File: config.mk
export PLATFORM = sky130hd
export DESIGN_NAME = link_uri_validator
export DESIGN_NICKNAME = d
export VERILOG_FILES = /design/src/rtl/luv_pkg.sv /design/src/rtl/luv_in_stage.sv /design/src/rtl/luv_check.sv /design/src/rtl/link_uri_validator.sv
export SDC_FILE = /design/constraint.sdc
export NUM_CORES = 1
export LEC_CHECK = 0
export ABC_AREA = 1
export BUFFER_PORTS_ARGS = -buffer_cell sky130_fd_sc_hd__buf_2
export CAP_MARGIN = 10
export CELL_PAD_IN_SITES_DETAIL_PLACEMENT = 0
export CELL_PAD_IN_SITES_GLOBAL_PLACEMENT = 1
export CORE_MARGIN = 1
export CORE_UTILIZATION = 43
export DETAILED_ROUTE_END_ITERATION = 12
export HOLD_SLACK_MARGIN = 0.02
export PLACE_DENSITY = 0.85
export SYNTH_ARGS = -nofsm -noshare
export SYNTH_HDL_FRONTEND = slang
export SYNTH_SLANG_ARGS = --single-unit
File: constraint.sdc
create_clock -name clk -period 3.5 [get_ports clk]
set_input_delay 0.35 -clock clk [delete_from_list [all_inputs] [get_ports clk]]
set_output_delay 0.35 -clock clk [all_outputs]
set_load 0.05 [all_outputs]
File: src/rtl/luv_pkg.sv
// ----------------------------------------------------------------------------
// Link URI validator package
// Types, codes and character tables shared by the validator modules.
// ----------------------------------------------------------------------------
package luv_pkg;

  localparam logic [7:0] BAR   = 8'h7C;
  localparam logic [7:0] SLASH = 8'h2F;
  localparam logic [4:0] HDR_DONE = 5'd31;
  localparam logic [4:0] PREFIX_LEN = 5'd8;
  localparam logic [5:0] HEX_SAT = 6'd33;
  localparam logic [5:0] HASH_LEN = 6'd32;

  localparam logic [3:0] VRD_NONE     = 4'd0;
  localparam logic [3:0] VRD_FILE_OK  = 4'd0;
  localparam logic [3:0] VRD_NOT_LINK = 4'd3;
  localparam logic [3:0] VRD_BAD_TYPE = 4'd4;
  localparam logic [3:0] VRD_FORMAT   = 4'd5;
  localparam logic [3:0] VRD_EMPTY    = 4'd6;
  localparam logic [3:0] VRD_BAD_NUM  = 4'd7;
  localparam logic [3:0] VRD_BAD_HASH = 4'd8;

  localparam logic [1:0] KIND_NONE   = 2'd0;
  localparam logic [1:0] KIND_FILE   = 2'd1;
  localparam logic [1:0] KIND_SERVER = 2'd2;
  localparam logic [1:0] KIND_LIST   = 2'd3;

  typedef struct packed {
    logic [7:0] text_byte;
    logic       final_byte;
  } item_t;

  typedef struct packed {
    logic [1:0] link_kind;
    logic [3:0] verdict;
  } result_t;

  function automatic logic [7:0] prefix_char(input logic [2:0] idx);
    logic [7:0] c;
    case (idx)
      3'd0: c = "e";
      3'd1: c = "d";
      3'd2: c = "2";
      3'd3: c = "k";
      3'd4: c = ":";
      3'd5: c = "/";
      3'd6: c = "/";
      default: c = "|";
    endcase
    return c;
  endfunction

  function automatic logic [7:0] file_char(input logic [1:0] idx);
    logic [7:0] c;
    case (idx)
      2'd0: c = "f";
      2'd1: c = "i";
      2'd2: c = "l";
      default: c = "e";
    endcase
    return c;
  endfunction

  function automatic logic [7:0] list_char(input logic [3:0] idx);
    logic [7:0] c;
    case (idx)
      4'd0: c = "s";
      4'd1: c = "e";
      4'd2: c = "r";
      4'd3: c = "v";
      4'd4: c = "e";
      4'd5: c = "r";
      4'd6: c = "l";
      4'd7: c = "i";
      4'd8: c = "s";
      4'd9: c = "t";
      default: c = 8'h00;
    endcase
    return c;
  endfunction

  function automatic logic is_digit(input logic [7:0] b);
    return (b >= "0") && (b <= "9");
  endfunction

  function automatic logic is_hex(input logic [7:0] b);
    return is_digit(b) || ((b >= "a") && (b <= "f")) || ((b >= "A") && (b <= "F"));
  endfunction

endpackage

File: src/rtl/luv_in_stage.sv
// ----------------------------------------------------------------------------
// Link URI validator input stage
// Registers one request from the input channel and holds it until it is used.
// ----------------------------------------------------------------------------
module luv_in_stage (
  input  logic             clk,
  input  logic             rst_n,
  input  logic             in_tvalid,
  output logic             in_tready,
  input  luv_pkg::item_t   in_item,
  input  logic             advance,
  output logic             stg_valid,
  output luv_pkg::item_t   stg_item
);

  logic           valid_r, valid_nxt;
  luv_pkg::item_t item_r;
  logic           take;

  assign in_tready = !valid_r || advance;
  assign take      = in_tvalid && in_tready;
  assign valid_nxt = take ? 1'b1 : (advance ? 1'b0 : valid_r);

  always_ff @(posedge clk) begin
    if (!rst_n) begin
      valid_r <= 1'b0;
    end else begin
      valid_r <= valid_nxt;
    end
  end

  always_ff @(posedge clk) begin
    if (take) begin
      item_r <= in_item;
    end
  end

  assign stg_valid = valid_r;
  assign stg_item  = item_r;

endmodule

File: src/rtl/luv_check.sv
// ----------------------------------------------------------------------------
// Link URI validator check logic
// Running match state for one link and the verdict on its final byte.
// ----------------------------------------------------------------------------
module luv_check (
  input  logic             clk,
  input  logic             rst_n,
  input  logic             fire,
  input  luv_pkg::item_t   item,
  output logic             res_valid,
  output luv_pkg::result_t res
);

  logic [4:0] mp_r, mp_nxt;
  logic [1:0] kind_r, kind_nxt;
  logic [1:0] fidx_r, fidx_nxt;
  logic       nonempty_r, nonempty_nxt;
  logic       digits_r, digits_nxt;
  logic [5:0] hcnt_r, hcnt_nxt;
  logic       hexok_r, hexok_nxt;
  logic [3:0] ferr_r, ferr_nxt;
  logic       await_r, await_nxt;

  always_comb begin
    logic [7:0] b;
    logic [3:0] ti;
    logic [1:0] last_field;
    logic       closed;
    logic       clr;
    b          = item.text_byte;
    ti         = 4'(mp_r - luv_pkg::PREFIX_LEN);
    last_field = (kind_r == luv_pkg::KIND_FILE) ? 2'd2 :
                 (kind_r == luv_pkg::KIND_SERVER) ? 2'd1 : 2'd0;
    clr        = 1'b0;
    closed     = 1'b0;

    mp_nxt       = mp_r;
    kind_nxt     = kind_r;
    fidx_nxt     = fidx_r;
    nonempty_nxt = nonempty_r;
    digits_nxt   = digits_r;
    hcnt_nxt     = hcnt_r;
    hexok_nxt    = hexok_r;
    ferr_nxt     = ferr_r;
    await_nxt    = await_r;

    if ((ferr_r == luv_pkg::VRD_NOT_LINK) || (ferr_r == luv_pkg::VRD_BAD_TYPE)) begin
    end else if (mp_r < luv_pkg::PREFIX_LEN) begin
      if (b == luv_pkg::prefix_char(mp_r[2:0])) begin
        mp_nxt = 5'(mp_r + 5'd1);
      end else begin
        ferr_nxt = luv_pkg::VRD_NOT_LINK;
      end
    end else if (mp_r < luv_pkg::HDR_DONE) begin
      if (b == luv_pkg::BAR) begin
        if (((kind_r == luv_pkg::KIND_FILE) && (ti == 4'd4)) ||
            ((kind_r == luv_pkg::KIND_SERVER) && (ti == 4'd6)) ||
            ((kind_r == luv_pkg::KIND_LIST) && (ti == 4'd10))) begin
          mp_nxt    = luv_pkg::HDR_DONE;
          fidx_nxt  = 2'd0;
          await_nxt = 1'b0;
          clr       = 1'b1;
        end else begin
          ferr_nxt = luv_pkg::VRD_BAD_TYPE;
        end
      end else if (ti == 4'd0) begin
        if (b == "f") begin
          kind_nxt = luv_pkg::KIND_FILE;
          mp_nxt   = 5'(mp_r + 5'd1);
        end else if (b == "s") begin
          kind_nxt = luv_pkg::KIND_SERVER;
          mp_nxt   = 5'(mp_r + 5'd1);
        end else begin
          ferr_nxt = luv_pkg::VRD_BAD_TYPE;
        end
      end else if ((kind_r == luv_pkg::KIND_FILE) && (ti < 4'd4) &&
                   (b == luv_pkg::file_char(ti[1:0]))) begin
        mp_nxt = 5'(mp_r + 5'd1);
      end else if ((kind_r == luv_pkg::KIND_SERVER) && (ti < 4'd6) &&
                   (b == luv_pkg::list_char(ti))) begin
        mp_nxt = 5'(mp_r + 5'd1);
      end else if ((kind_r == luv_pkg::KIND_SERVER) && (ti == 4'd6) && (b == "l")) begin
        kind_nxt = luv_pkg::KIND_LIST;
        mp_nxt   = 5'(mp_r + 5'd1);
      end else if ((kind_r == luv_pkg::KIND_LIST) && (ti < 4'd10) &&
                   (b == luv_pkg::list_char(ti))) begin
        mp_nxt = 5'(mp_r + 5'd1);
      end else begin
        ferr_nxt = luv_pkg::VRD_BAD_TYPE;
      end
    end else if ((kind_r == luv_pkg::KIND_SERVER) && (fidx_r == 2'd2)) begin
      if (await_r) begin
        await_nxt = 1'b0;
        if (b == luv_pkg::SLASH) begin
          fidx_nxt = 2'd3;
        end
      end
    end else if (fidx_r > last_field) begin
    end else if (b == luv_pkg::BAR) begin
      if (ferr_r == luv_pkg::VRD_NONE) begin
        if (fidx_r == 2'd0) begin
          if (!nonempty_r) begin
            ferr_nxt = luv_pkg::VRD_EMPTY;
          end
        end else if ((fidx_r == 2'd1) && (kind_r != luv_pkg::KIND_LIST)) begin
          if (!nonempty_r || !digits_r) begin
            ferr_nxt = luv_pkg::VRD_BAD_NUM;
          end
        end else if (fidx_r == 2'd2) begin
          if (!hexok_r || (hcnt_r != luv_pkg::HASH_LEN)) begin
            ferr_nxt = luv_pkg::VRD_BAD_HASH;
          end
        end
      end
      fidx_nxt = 2'(fidx_r + 2'd1);
      if ((kind_r == luv_pkg::KIND_SERVER) && (fidx_r == 2'd1)) begin
        await_nxt = 1'b1;
      end
      clr = 1'b1;
    end else begin
      nonempty_nxt = 1'b1;
      if (!luv_pkg::is_digit(b)) begin
        digits_nxt = 1'b0;
      end
      if (!luv_pkg::is_hex(b)) begin
        hexok_nxt = 1'b0;
      end
      if (hcnt_r < luv_pkg::HEX_SAT) begin
        hcnt_nxt = 6'(hcnt_r + 6'd1);
      end
    end

    if (clr) begin
      nonempty_nxt = 1'b0;
      digits_nxt   = 1'b1;
      hcnt_nxt     = 6'd0;
      hexok_nxt    = 1'b1;
    end

    res.link_kind = luv_pkg::KIND_NONE;
    if ((ferr_nxt == luv_pkg::VRD_NOT_LINK) || (ferr_nxt == luv_pkg::VRD_BAD_TYPE)) begin
      res.verdict = ferr_nxt;
    end else if (mp_nxt < luv_pkg::PREFIX_LEN) begin
      res.verdict = luv_pkg::VRD_NOT_LINK;
    end else if (mp_nxt < luv_pkg::HDR_DONE) begin
      res.verdict = luv_pkg::VRD_BAD_TYPE;
    end else begin
      res.link_kind = kind_nxt;
      case (kind_nxt)
        luv_pkg::KIND_FILE:   closed = (fidx_nxt == 2'd3);
        luv_pkg::KIND_SERVER: closed = (fidx_nxt == 2'd3) ||
                                       ((fidx_nxt == 2'd2) && await_nxt);
        default:              closed = (fidx_nxt >= 2'd1);
      endcase
      if (!closed) begin
        res.verdict = luv_pkg::VRD_FORMAT;
      end else if (ferr_nxt != luv_pkg::VRD_NONE) begin
        res.verdict = ferr_nxt;
      end else begin
        res.verdict = 4'(kind_nxt - 2'd1);
      end
    end

    if (item.final_byte) begin
      mp_nxt       = 5'd0;
      kind_nxt     = luv_pkg::KIND_NONE;
      fidx_nxt     = 2'd0;
      nonempty_nxt = 1'b0;
      digits_nxt   = 1'b1;
      hcnt_nxt     = 6'd0;
      hexok_nxt    = 1'b1;
      ferr_nxt     = luv_pkg::VRD_NONE;
      await_nxt    = 1'b0;
    end
  end

  assign res_valid = fire && item.final_byte;

  always_ff @(posedge clk) begin
    if (!rst_n) begin
      mp_r       <= 5'd0;
      kind_r     <= luv_pkg::KIND_NONE;
      fidx_r     <= 2'd0;
      nonempty_r <= 1'b0;
      digits_r   <= 1'b1;
      hcnt_r     <= 6'd0;
      hexok_r    <= 1'b1;
      ferr_r     <= luv_pkg::VRD_NONE;
      await_r    <= 1'b0;
    end else if (fire) begin
      mp_r       <= mp_nxt;
      kind_r     <= kind_nxt;
      fidx_r     <= fidx_nxt;
      nonempty_r <= nonempty_nxt;
      digits_r   <= digits_nxt;
      hcnt_r     <= hcnt_nxt;
      hexok_r    <= hexok_nxt;
      ferr_r     <= ferr_nxt;
      await_r    <= await_nxt;
    end
  end

endmodule

File: src/rtl/link_uri_validator.sv
// The final byte passes the input register; its verdict is then held in the output register.
// Throughput: one byte per cycle; the input register feeds the check logic directly.
// A waiting verdict in the output register stalls only the next final byte, not other bytes.
// Reset (rst_n low, synchronous) clears both valid flags and restarts the link match.
// ----------------------------------------------------------------------------
// Link URI validator
// Checks a link byte stream and gives one verdict and link kind per link.
// ----------------------------------------------------------------------------
module link_uri_validator (
  input  logic       clk,
  input  logic       rst_n,
  input  logic       in_tvalid,
  output logic       in_tready,
  input  logic [7:0] in_tdata,   // [7:0] text_byte
  input  logic       in_tlast,   // final_byte
  output logic       out_tvalid,
  input  logic       out_tready,
  output logic [7:0] out_tdata   // [3:0] verdict, [5:4] link_kind, [7:6] zero
);

  luv_pkg::item_t   in_item;
  luv_pkg::item_t   stg_item;
  luv_pkg::result_t res;
  luv_pkg::result_t res_r;
  logic             stg_valid;
  logic             advance;
  logic             res_valid;
  logic             out_valid_r, out_valid_nxt;

  assign in_item.text_byte  = in_tdata;
  assign in_item.final_byte = in_tlast;

  assign advance = stg_valid && (!stg_item.final_byte || !out_valid_r || out_tready);

  luv_in_stage u_stage (
    .clk       (clk),
    .rst_n     (rst_n),
    .in_tvalid (in_tvalid),
    .in_tready (in_tready),
    .in_item   (in_item),
    .advance   (advance),
    .stg_valid (stg_valid),
    .stg_item  (stg_item)
  );

  luv_check u_check (
    .clk       (clk),
    .rst_n     (rst_n),
    .fire      (advance),
    .item      (stg_item),
    .res_valid (res_valid),
    .res       (res)
  );

  assign out_valid_nxt = res_valid ? 1'b1 : (out_tready ? 1'b0 : out_valid_r);

  always_ff @(posedge clk) begin
    if (!rst_n) begin
      out_valid_r <= 1'b0;
    end else begin
      out_valid_r <= out_valid_nxt;
    end
  end

  always_ff @(posedge clk) begin
    if (res_valid) begin
      res_r <= res;
    end
  end

  assign out_tvalid = out_valid_r;
  assign out_tdata  = {2'b00, res_r.link_kind, res_r.verdict};

endmodule

Word level (Yosys, flattened, before mapping)
Memories as Yosys holds them, arrays and structs flattened. Cells that the tools add are included.

Shift operators: 0. Magnitude comparators: 16. Reductions and logical operators: 53. Multipliers: 0. Add/sub/neg operators: 5. Multiplexer cells: 151. Divide/modulo/power cells: 0. Bitwise operators: 0. Equality and inequality tests: 43.

Operators by type and width (count): $mux 8 (21); $mux 4 (29); $mux 5 (14); $mux 6 (9); $mux 1 (52); $mux 2 (23); $pmux 7 s6 (1); $eq 8x7->1 const B (4); $eq 8x8->1 (4); $ne 3x3->1 const B (8); $reduce_and 8->1 (3); $logic_and 1x1->1 (20); $eq 4x3->1 const B (4); $ge 8x7->1 const B (2); $le 8x7->1 const B (2); $eq 2x2->1 const B (7); $logic_or 1x1->1 (12); $pmux 4 s3 (1); $lt 5x4->1 const B (2); $lt 5x5->1 const B (2); $eq 3x3->1 const B (3); $eq 2x1->1 const B (4); $eq 4x2->1 const B (2); $eq 8x6->1 const B (1); other kinds (28) (38).

Word-level logic and storage cells: 285. RAM bits: 0. Bits in registers: 40. Bits in latches: 0. Output and inout bits: 10. Memories kept: 2. Bits in read-only memories: 224.

Memory list: (name not given) (words 16, bits a word 7, rd ports 1, clocked after memory_dff 0, wr ports 0, line luv_pkg.sv:66) `case (idx)`; (name not given) (words 16, bits a word 7, rd ports 1, clocked after memory_dff 0, wr ports 0, line luv_pkg.sv:66).

Depth between registers and ports, before layout
Gate-level depths: netlist (run 1).

Depth in word-level cells: 44. Gate-level depth with buffers: 24. Depth with buffers taken out: 24.

Cells and area by module
A second synthesis (run 1) with hierarchy kept.

Cells, all modules: 540. Area total of the unflattened synthesis: 3583.4 um^2.

Modules (own cells, without submodules): luv_check (area each 3004.1 um^2, instances 1, sequential area each 460.4 um^2, cells each 505); luv_in_stage (area each 321.6 um^2, instances 1, sequential area each 290.3 um^2, cells each 16); link_uri_validator (area each 257.7 um^2, instances 1, sequential area each 200.2 um^2, cells each 19).

Worst setup path before layout (run 1)
Ideal clock, no wire load.

Path type: reg-to-reg. Start: reg u_check.mp_r[1]. End: reg res_r (netlist bit out_tdata[0]), data pin. Period minus slack after synthesis: 2.612 ns. Cell stages (with the launch flop): 17. Path slack: 0.888 ns. Arrival: 2.355 ns. Data required time: 3.243 ns. Library setup time: 0.257 ns. Cell sequence: dfxtp_1 > inv_1 > ha_1 > nor2_2 > nand2_1 > nand3_1 > xor2_1 > nand2_1 > nor2_2 > inv_2 > o21ai_1 > nand2_1 > a21boi_4 > inv_2 > nand3_2 > a21boi_1 > nand2_1.

RTL lines: from (decl) (line luv_check.sv:14) `logic [4:0] mp_r, mp_nxt;`; from (signal assigned) (line luv_check.sv:191) `mp_r <= mp_nxt;`; to (signal assigned) (line link_uri_validator.sv:67) `res_r <= res;`; to (decl) (line link_uri_validator.sv:24) `luv_pkg::result_t res_r;`.

==> impl_metrics.json, run 1 <==
{
  "maxCapViolCount": 0,
  "path_buf_inv": 2,
  "internal_power_mw": 0.722,
  "avgSynthCellArea_um2": 6.36,
  "antennaDiodeCount": 0,
  "synth_top_cell_by_area": "nand2_1",
  "worstPathCellList": "inv_1 > nand2_1 > ha_1 > inv_1 > nor2_1 > o21ai_0 > nand3_1 > nor2_1 > o2111ai_1 > nand3_1 > nand2_1 > a21oi_1 > nor2_2 > nand3_2 > a21boi_1 > nand2_1",
  "post_cts_buffers": 0,
  "multi_input_area_um2": 2070,
  "tightest_slew_ns": 0.913,
  "pwr-share-seq": 0.528,
  "path_class": "flip-flop to flip-flop",
  "clockBufferDepth": 2,
  "regArea_um2": 952,
  "nets": 579,
  "skew_ns": 0.0156,
  "hold_buffers": 0,
  "p_sw_mw": 0.242,
  "cts_tree": "done",
  "cp_top_family": "simple AND/OR/NAND/NOR gates",
  "ys_seq_area_frac": 0.283,
  "critPathLaunchType": "flip-flop",
  "clockPowerShare": 0.393,
  "fin_tns_setup_ns": 0,
  "ys_types": 44,
  "cp_max_fo": 4,
  "drc": 0,
  "coreArea_um2": 7410,
  "fin_crit_ns": 3.15,
  "p_leak_nw": 1.72,
  "switching_share": 0.251,
  "wl_per_cell_um": 13.6,
  "die_h_um": 90.5,
  "slew_headroom": 0.389,
  "fmaxAchievable_mhz": 317,
  "dr.pass1.iters": 5,
  "grt_pass1_vias": 3127,
  "crit_start": "u_check.kind_r[1]",
  "ys_seq_elements": 40,
  "drt_iter0_drc": 269,
  "clk_latency_ns": 0.31,
  "cts-htree-levels": 2,
  "min_period_over_period": 0.901,
  "cts_root_buffer": "clkbuf_8",
  "area_growth_pct": 9.26,
  "slowest_delay_ns": 0.44,
  "rsz0062_at_grt": "false",
  "io_pins": 23,
  "clk_pin_slew_worst_paths_ns": 0.09,
  "grt_pass1_wl_um": 15000,
  "p_per_area_nw_per_um2": 262,
  "start_util": 0.454,
  "cp_data_arrival_time_ns": 3.21,
  "slowest_stage": "dfxtp_1",
  "dieArea_um2": 8180,
  "antenna_found_initial": 0,
  "hp-class": "input pin to flip-flop",
  "syn_inst": 529,
  "worstSetupEndpointType": "flip-flop",
  "syn-cell-area_um2": 3360,
  "clkSinkCount": 40,
  "slew_viol_final": 0,
  "hold_viol": 0,
  "vias": 3388,
  "grt_max_degree": 18,
  "timing.rr.start": "u_check.kind_r[1]",
  "numCtsBuffers": 5,
  "status": "finished clean",
  "post_dp_cell_area_um2": 3560,
  "routed_wirelength_um": 8820,
  "setup-violations-final": 0,
  "synth_top_area_share": 0.174,
  "ant_nets": 0,
  "synth_area_leaders": "nand2_1 (17%), dfxtp_1 (15%), edfxtp_1 (13%)",
  "place.port_buffers": 20,
  "critPathRequiredTime_ns": 3.55,
  "vias_per_cell": 5.21,
  "drive_gt1_frac": 0.132,
  "grt_use_total": 0.228,
  "power_mw": 0.964,
  "peakVddDrop_uv": 184,
  "die_x_um": 90.5,
  "combPwrFrac": 0.079,
  "finalInstanceArea_um2": 3680,
  "ys_warn_count": 0,
  "min_from": "in_tdata[7]",
  "hpwlAfterDp_um": 7110,
  "n_fill_cell": 782,
  "grt_overflow": 0,
  "num_rows": 31,
  "crit_top_cell": "nand2_1",
  "gp_congestion": 0.877
}
kinds of logic (layout without fill, tap and decap cells):
family | count (synthesis) | count (layout) | synth area share
xor+xnor | 7 | 7 | 0.0182
simple gates | 308 | 308 | 0.415
flops | 40 | 40 | 0.283
buf+inv | 86 | 107 | 0.104
fa+ha+maj | 16 | 16 | 0.0595
compound gates | 71 | 71 | 0.119
other cells | 1 | 2 | 0.00111
through the flow:
| step | std cells | util | hold WS (ns) | setup slack, ns |
|---|---|---|---|---|
| finish | 650 | 0.496 | 0.211 | 0.348 |
| global route | 650 | 0.496 | 0.205 | 0.0541 |
| CTS | 650 | 0.496 | 0.212 | 0.342 |
| detailed placement | 642 | 0.480 | 0.460 | 0.353 |
| global placement | 642 | 0.480 | 0.457 | 0.395 |
| floorplan | 530 | - | 0.435 | 0.888 |
cell type report:
| class | instances | area share |
|---|---|---|
| multi-input combinational | 404 | 0.563 |
| sequential | 40 | 0.259 |
| inverter | 74 | 0.0756 |
| clock inverter | 1 | 0.00238 |
| timing repair buffer | 25 | 0.0374 |
| tap | 99 | 0.0337 |
| clock buffer | 7 | 0.0293 |
cells in the final DEF (no fill, tap or decap), types with 2 or more instances in the layout:
master	Yosys	layout
o21ai_1	6	6
inv_1	61	61
conb_1	1	2
a21oi_1	33	33
nand3_2	3	3
edfxtp_1	15	15
nor2_1	52	52
nand2_2	7	7
clkbuf_8	0	6
a211oi_1	2	2
buf_2	3	20
nand2_1	156	156
nand3_1	53	53
xor2_1	6	6
buf_4	4	5
nand3b_1	2	2
nor2_2	6	6
o21ai_0	18	18
a21oi_2	2	2
nand2_4	2	2
nor3_1	6	6
ha_1	16	16
inv_2	12	12
nand4_1	12	12
dfxtp_1	25	24
nor3b_1	2	2
a31oi_1	3	3
what timing repair did:
action | CTS | global route
gates resized for setup | 0 | 1
hold endpoints to repair | 0 | 0
endpoints found under the setup margin | 0 | 3
metal layers:
metal / vias to the layer above / wire, um / track usage
li1: 1752 / - / -
met1: 1560 / 4270 / 0.305
met2: 71 / 4130 / 0.389
met3: 5 / 354 / 0.0337
met4: 0 / 59 / 0.0457
met5: - / 0 / 0
sequential cells by signal, indices dropped and copies added (netlist names):
signal / count
u_stage.stg_valid: 1
u_check.hcnt_r: 6
u_check.hexok_r: 1
u_check.fidx_r: 2
u_check.nonempty_r: 1
u_check.digits_r: 1
u_check.mp_r: 5
out_tvalid: 1
out_tdata: 6
u_check.kind_r: 2
u_check.ferr_r: 4
u_stage.stg_item: 9
u_check.await_r: 1
worst reg2reg max path: stages (launching register included):
cell and delay, ns:
dfxtp_1 0.44, inv_1 0.13, nand2_1 0.15, ha_1 0.26
inv_1 0.07, nor2_1 0.04, o21ai_0 0.29, nand3_1 0.18
nor2_1 0.21, o2111ai_1 0.21, nand3_1 0.13, nand2_1 0.08
a21oi_1 0.24, nor2_2 0.10, nand3_2 0.09, a21boi_1 0.22
nand2_1 0.08
synthesized netlist by cell type (all sizes together):
master	instances
buf	8
xnor2	1
nor3	8
or2	1
a211oi	2
clkinv	1
nor3b	3
nand4	12
xor2	6
ha	16
conb	1
a21oi	35
o211ai	1
nand2	165
a31oi	3
o22ai	1
a31o	1
nor2	59
a21boi	2
o2111ai	1
nand3	56
o21ai	24
dfxtp	25
o21bai	1
and2	1
clkbuf	4
inv	73
nand3b	3
edfxtp	15
path summary, 6_finish.rpt:
| check | to | slack, ns | cells after the start |
|---|---|---|---|
| setup reg to reg | out_tdata[0] | 0.35 | 16 |
| setup / recovery | out_tdata[0] | 0.35 | 16 |
| hold reg to reg | u_check.await_r | 0.47 | 2 |
| hold / removal | u_stage.stg_item[8] | 0.21 | 1 |
power by group through the flow:
stage / clock, mW / sequential, mW / combinational [mW]
global placement: 0 / 0.519 / 0.0751
global route: 0.405 / 0.511 / 0.0867
detailed placement: 0 / 0.519 / 0.0763
CTS: 0.386 / 0.509 / 0.0765
floorplan: 0 / 0.514 / 0.0602
finish: 0.379 / 0.509 / 0.0761
No activity file was read; power rests on OpenSTA's default activity.
==> run 2, diff against run 1 <==
Settings changed: CELL_PAD_IN_SITES_DETAIL_PLACEMENT 0 to 2, CELL_PAD_IN_SITES_GLOBAL_PLACEMENT 1 to 2, CORE_UTILIZATION 43 to 34, PLACE_DENSITY 0.85 to 0.86.
==> impl_metrics.json, run 2 (synthesis gave the netlist of run 1 again) <==
{
  "status": "finished clean",
  "vias_per_cell": 5.35,
  "pwr-share-seq": 0.511,
  "grt_pass1_wl_um": 20500,
  "routed_wirelength_um": 12500,
  "maxCapViolCount": 0,
  "die_x_um": 101,
  "clk_latency_ns": 0.31,
  "p_per_area_nw_per_um2": 267,
  "drt_iter0_drc": 102,
  "grt_max_degree": 18,
  "cts_root_buffer": "clkbuf_8",
  "peakVddDrop_uv": 188,
  "ant_nets": 0,
  "nets": 581,
  "post_cts_buffers": 0,
  "min_period_over_period": 0.928,
  "highest_layer": "met4",
  "fin_crit_ns": 3.25,
  "num_rows": 35,
  "grt_use_total": 0.263,
  "setup_slack_ns": 0.251,
  "final_util": 0.396,
  "grt_overflow": 0,
  "place.port_buffers": 20,
  "dieArea_um2": 10300,
  "hp-class": "input pin to flip-flop",
  "regArea_um2": 952,
  "drive_gt1_frac": 0.137,
  "p_sw_mw": 0.274,
  "hold_viol": 0,
  "coreArea_um2": 9420,
  "cp_max_fo": 11,
  "layout_common_cells": "nand2_1 (156), inv_1 (61), nand3_1 (53)",
  "skew_ns": 0.00758,
  "critPathLaunchType": "flip-flop",
  "clkSinkCount": 40,
  "wl_met2_um": 6400,
  "worstSetupEndpointType": "flip-flop",
  "grt_pass1_vias": 3939,
  "dr.pass1.iters": 4,
  "wl_per_cell_um": 18.3,
  "tightest_slew_ns": 0.582,
  "io_pins": 23,
  "path_class": "flip-flop to flip-flop",
  "place_ws_ns": 0.215,
  "start_util": 0.357,
  "m1WireLength_um": 5590,
  "vias": 3646,
  "internal_power_mw": 0.723,
  "fmaxAchievable_mhz": 308,
  "n_fill_cell": 1195,
  "multi_input_area_um2": 2070,
  "met3RoutedLength_um": 329,
  "p_leak_nw": 1.73,
  "cts-htree-levels": 2,
  "fin_tns_setup_ns": 0,
  "rsz0062_at_grt": "false",
  "die_h_um": 101,
  "critPathRequiredTime_ns": 3.56,
  "gp_congestion": 0.886,
  "hpwlAfterDp_um": 9940,
  "antenna_found_initial": 0,
  "switching_share": 0.275,
  "slew_viol_final": 0,
  "clockPowerShare": 0.405,
  "layout_commonest_cell": "nand2_1",
  "cp_data_arrival_time_ns": 3.31,
  "drc": 0,
  "antennaDiodeCount": 0,
  "cts_tree": "done",
  "slew_headroom": 0.609,
  "largest_reg_flops": 9,
  "clockBufferDepth": 2,
  "combPwrFrac": 0.084,
  "post_dp_cell_area_um2": 3610,
  "numCtsBuffers": 5,
  "setup-violations-final": 0,
  "clk_pin_slew_worst_paths_ns": 0.09,
  "area_growth_pct": 10.9,
  "finalInstanceArea_um2": 3730
}
## run 2: final timing paths
kind                                      start             endpoint  depth (start not counted)  slack, ns
worst min-delay path                in_tdata[3]  u_stage.stg_item[4]                          1       0.21
worst max-delay path            u_check.mp_r[0]         out_tdata[0]                         18       0.25
worst min register to register  u_check.await_r      u_check.await_r                          2       0.47
worst max register to register  u_check.mp_r[0]         out_tdata[0]                         18       0.25
## run 2: cell type report
cell class,instances,area share
Sequential cell,40,0.255
Clock inverter,1,0.00235
Tap cell,129,0.0432
Inverter,74,0.0744
Clock buffer,7,0.0288
Timing Repair Buffer,27,0.0409
Multi-Input combinational cell,404,0.555
## run 2: critical path: stages, from the launching register on
cell      delay, ns
dfxtp_1        0.48
inv_2          0.17
ha_1           0.32
inv_1          0.10
nand2_1        0.07
nand2_1        0.09
nand3_1        0.08
nand2_1        0.08
xor2_1         0.15
nand2_1        0.08
nor2_2         0.22
inv_2          0.11
o21ai_1        0.14
nand2_1        0.11
a21boi_4       0.26
inv_2          0.07
nand3_2        0.10
a21boi_1       0.24
nand2_1        0.10
## run 2: what timing repair did
item | CTS | global route
hold buffers | 0 | 0
setup endpoints to repair | 0 | 6
gates resized for setup | 0 | 3
## run 2: stage by stage
| step | instances | hold slack (ns) | total power [mW] |
|---|---|---|---|
| 6_report | 682 | 0.208 | 0.998 |
| 5_1_grt | 682 | 0.202 | 1.03 |
| 4_1_cts | 682 | 0.202 | 1.01 |
| 3_5_place_dp | 674 | 0.463 | 0.603 |
| 3_3_place_gp | 674 | 0.458 | 0.598 |
| 2_1_floorplan | 530 | 0.435 | 0.575 |
## run 2: per-layer routing
| layer | vias up | GRT usage |
|---|---|---|
| met4 | 0 | 0.0769 |
| met5 | - | 0 |
| met2 | 53 | 0.487 |
| met3 | 15 | 0.0317 |
| li1 | 1752 | - |
| met1 | 1826 | 0.319 |
## run 2: power by group through the flow
stage	Sequential, mW	Clock (mW)	Combinational (mW)
after floorplan	0.514	0	0.0602
after global placement	0.519	0	0.0786
after detailed placement	0.520	0	0.0832
after CTS	0.510	0.416	0.0850
after global routing	0.512	0.429	0.0932
final	0.510	0.404	0.0839
==> run 3, diff against run 2 <==
Settings changed: PLACE_DENSITY 0.86 to unset, PLACE_DENSITY_LB_ADDON set to 0.3.
==> impl_metrics.json, run 3 (synthesis gave the netlist of run 1 again) <==
{
  "place_inst": 675,
  "routed_wirelength_um": 12100,
  "n_fill_cell": 1209,
  "rsz0062_at_grt": "false",
  "fin_tns_setup_ns": 0,
  "final_util": 0.393,
  "setup-violations-final": 0,
  "wl_per_cell_um": 17.7,
  "hpwlAfterDp_um": 9910,
  "dr.pass1.iters": 4,
  "antenna_found_initial": 0,
  "place.port_buffers": 20,
  "slowest_delay_ns": 0.56,
  "slowest_stage": "edfxtp_1",
  "die_x_um": 101,
  "grt_overflow": 0,
  "cts_root_buffer": "clkbuf_8",
  "drt_iter0_drc": 75,
  "numCtsBuffers": 5,
  "vias": 3574,
  "cp_top_family": "simple AND/OR/NAND/NOR gates",
  "fmaxAchievable_mhz": 312,
  "io_pins": 23,
  "power_mw": 0.912,
  "num_rows": 35,
  "grt_max_degree": 18,
  "grt_pass1_vias": 3920,
  "min_period_over_period": 0.916,
  "vias_per_cell": 5.23,
  "worstSetupEndpointType": "flip-flop",
  "drive_gt1_frac": 0.135,
  "peakVddDrop_uv": 164,
  "cts-htree-levels": 2,
  "layout_common_cells": "nand2_1 (156), inv_1 (61), nand3_1 (53)",
  "path_class": "flip-flop to flip-flop",
  "clkSinkCount": 40,
  "slew_headroom": 0.612,
  "start_util": 0.357,
  "finalNonFillerCells": 683,
  "clockBufferDepth": 2,
  "path_buf_inv": 1,
  "cp_max_fo": 10,
  "status": "finished clean",
  "nets": 582,
  "min_from": "in_tdata[2]",
  "hp-class": "input pin to flip-flop",
  "critPathRequiredTime_ns": 3.54,
  "p_leak_nw": 1.71,
  "drc": 0,
  "grt_use_total": 0.253,
  "layout_commonest_cell": "nand2_1",
  "clk_latency_ns": 0.30,
  "hold_slack_ns": 0.216,
  "cts_tree": "done",
  "area_growth_pct": 10.0,
  "clk_pin_slew_worst_paths_ns": 0.09,
  "reg2reg_slack_ns": 0.29,
  "crit_start": "u_stage.stg_item[1]",
  "tightest_slew_ns": 0.578,
  "ant_nets": 0,
  "grt_pass1_wl_um": 20000,
  "gp_congestion": 0.853,
  "die_h_um": 101,
  "p_per_area_nw_per_um2": 246,
  "slew_viol_final": 0,
  "coreArea_um2": 9420,
  "hold_buffers": 0,
  "antennaDiodeCount": 0,
  "dieArea_um2": 10300,
  "skew_ns": 0.0134,
  "largest_reg_flops": 9,
  "critPathLaunchType": "flip-flop",
  "maxCapViolCount": 0,
  "fin_crit_ns": 3.21,
  "hold_viol": 0,
  "worstPathCellList": "inv_1 > nand4_1 > nor2_4 > nand3_1 > nor2_1 > o2111ai_1 > nand3_1 > nand2_1 > a21oi_1 > nor2_2 > nand3_2 > a21boi_1 > nand2_1",
  "cp_data_arrival_time_ns": 3.25,
  "timing.rr.start": "u_stage.stg_item[1]"
}
[run 3: per-stage QoR]
stage	setup WS [ns]	area, um^2
3_3_place_gp	0.415	3620
5_1_grt	0.00360	3700
4_1_cts	0.151	3700
6_report	0.294	3700
3_5_place_dp	0.190	3620
2_1_floorplan	0.888	3370
[run 3: power breakdown]
| part | internal, mW | total, mW | switching (mW) |
|---|---|---|---|
| Clock | 0.141 | 0.318 | 0.178 |
| Combinational | 0.0244 | 0.0840 | 0.0596 |
| Sequential | 0.494 | 0.509 | 0.0154 |
| Total | 0.659 | 0.912 | 0.253 |
[run 3: final timing paths]
check | to | depth (start not counted)
hold / removal | u_stage.stg_item[3] | 1
setup / recovery | out_tdata[1] | 13
hold reg to reg | u_check.hexok_r | 2
setup reg to reg | out_tdata[1] | 13
[run 3: worst register-to-register path, stage by stage (launching register included)]
cell	delay [ns]
edfxtp_1	0.56
inv_1	0.20
nand4_1	0.21
nor2_4	0.33
nand3_1	0.18
nor2_1	0.21
o2111ai_1	0.23
nand3_1	0.15
nand2_1	0.08
a21oi_1	0.28
nor2_2	0.10
nand3_2	0.10
a21boi_1	0.21
nand2_1	0.11
[run 3: routing by layer]
| metal | part of all wire | GRT usage |
|---|---|---|
| met1 | 0.46 | 0.320 |
| met2 | 0.50 | 0.462 |
| met3 | 0.022 | 0.0248 |
| met4 | 0.018 | 0.0602 |
| met5 | 0 | 0 |
[run 3: repair_timing]
action | CTS | global route
setup buffers | 0 | 0
resized for setup | 0 | 2
setup endpoints to repair | 0 | 6
[run 3: layout make-up]
| type | count | area (um^2) | area share |
|---|---|---|---|
| multi-input cells | 404 | 2070 | 0.559 |
| inverters | 74 | 278 | 0.0750 |
| clock buffers | 7 | 76.3 | 0.0206 |
| well taps | 129 | 161 | 0.0436 |
| clock inverters | 1 | 5.00 | 0.00135 |
| flip-flops and latches | 40 | 953 | 0.258 |
| repair buffers | 28 | 160 | 0.0433 |
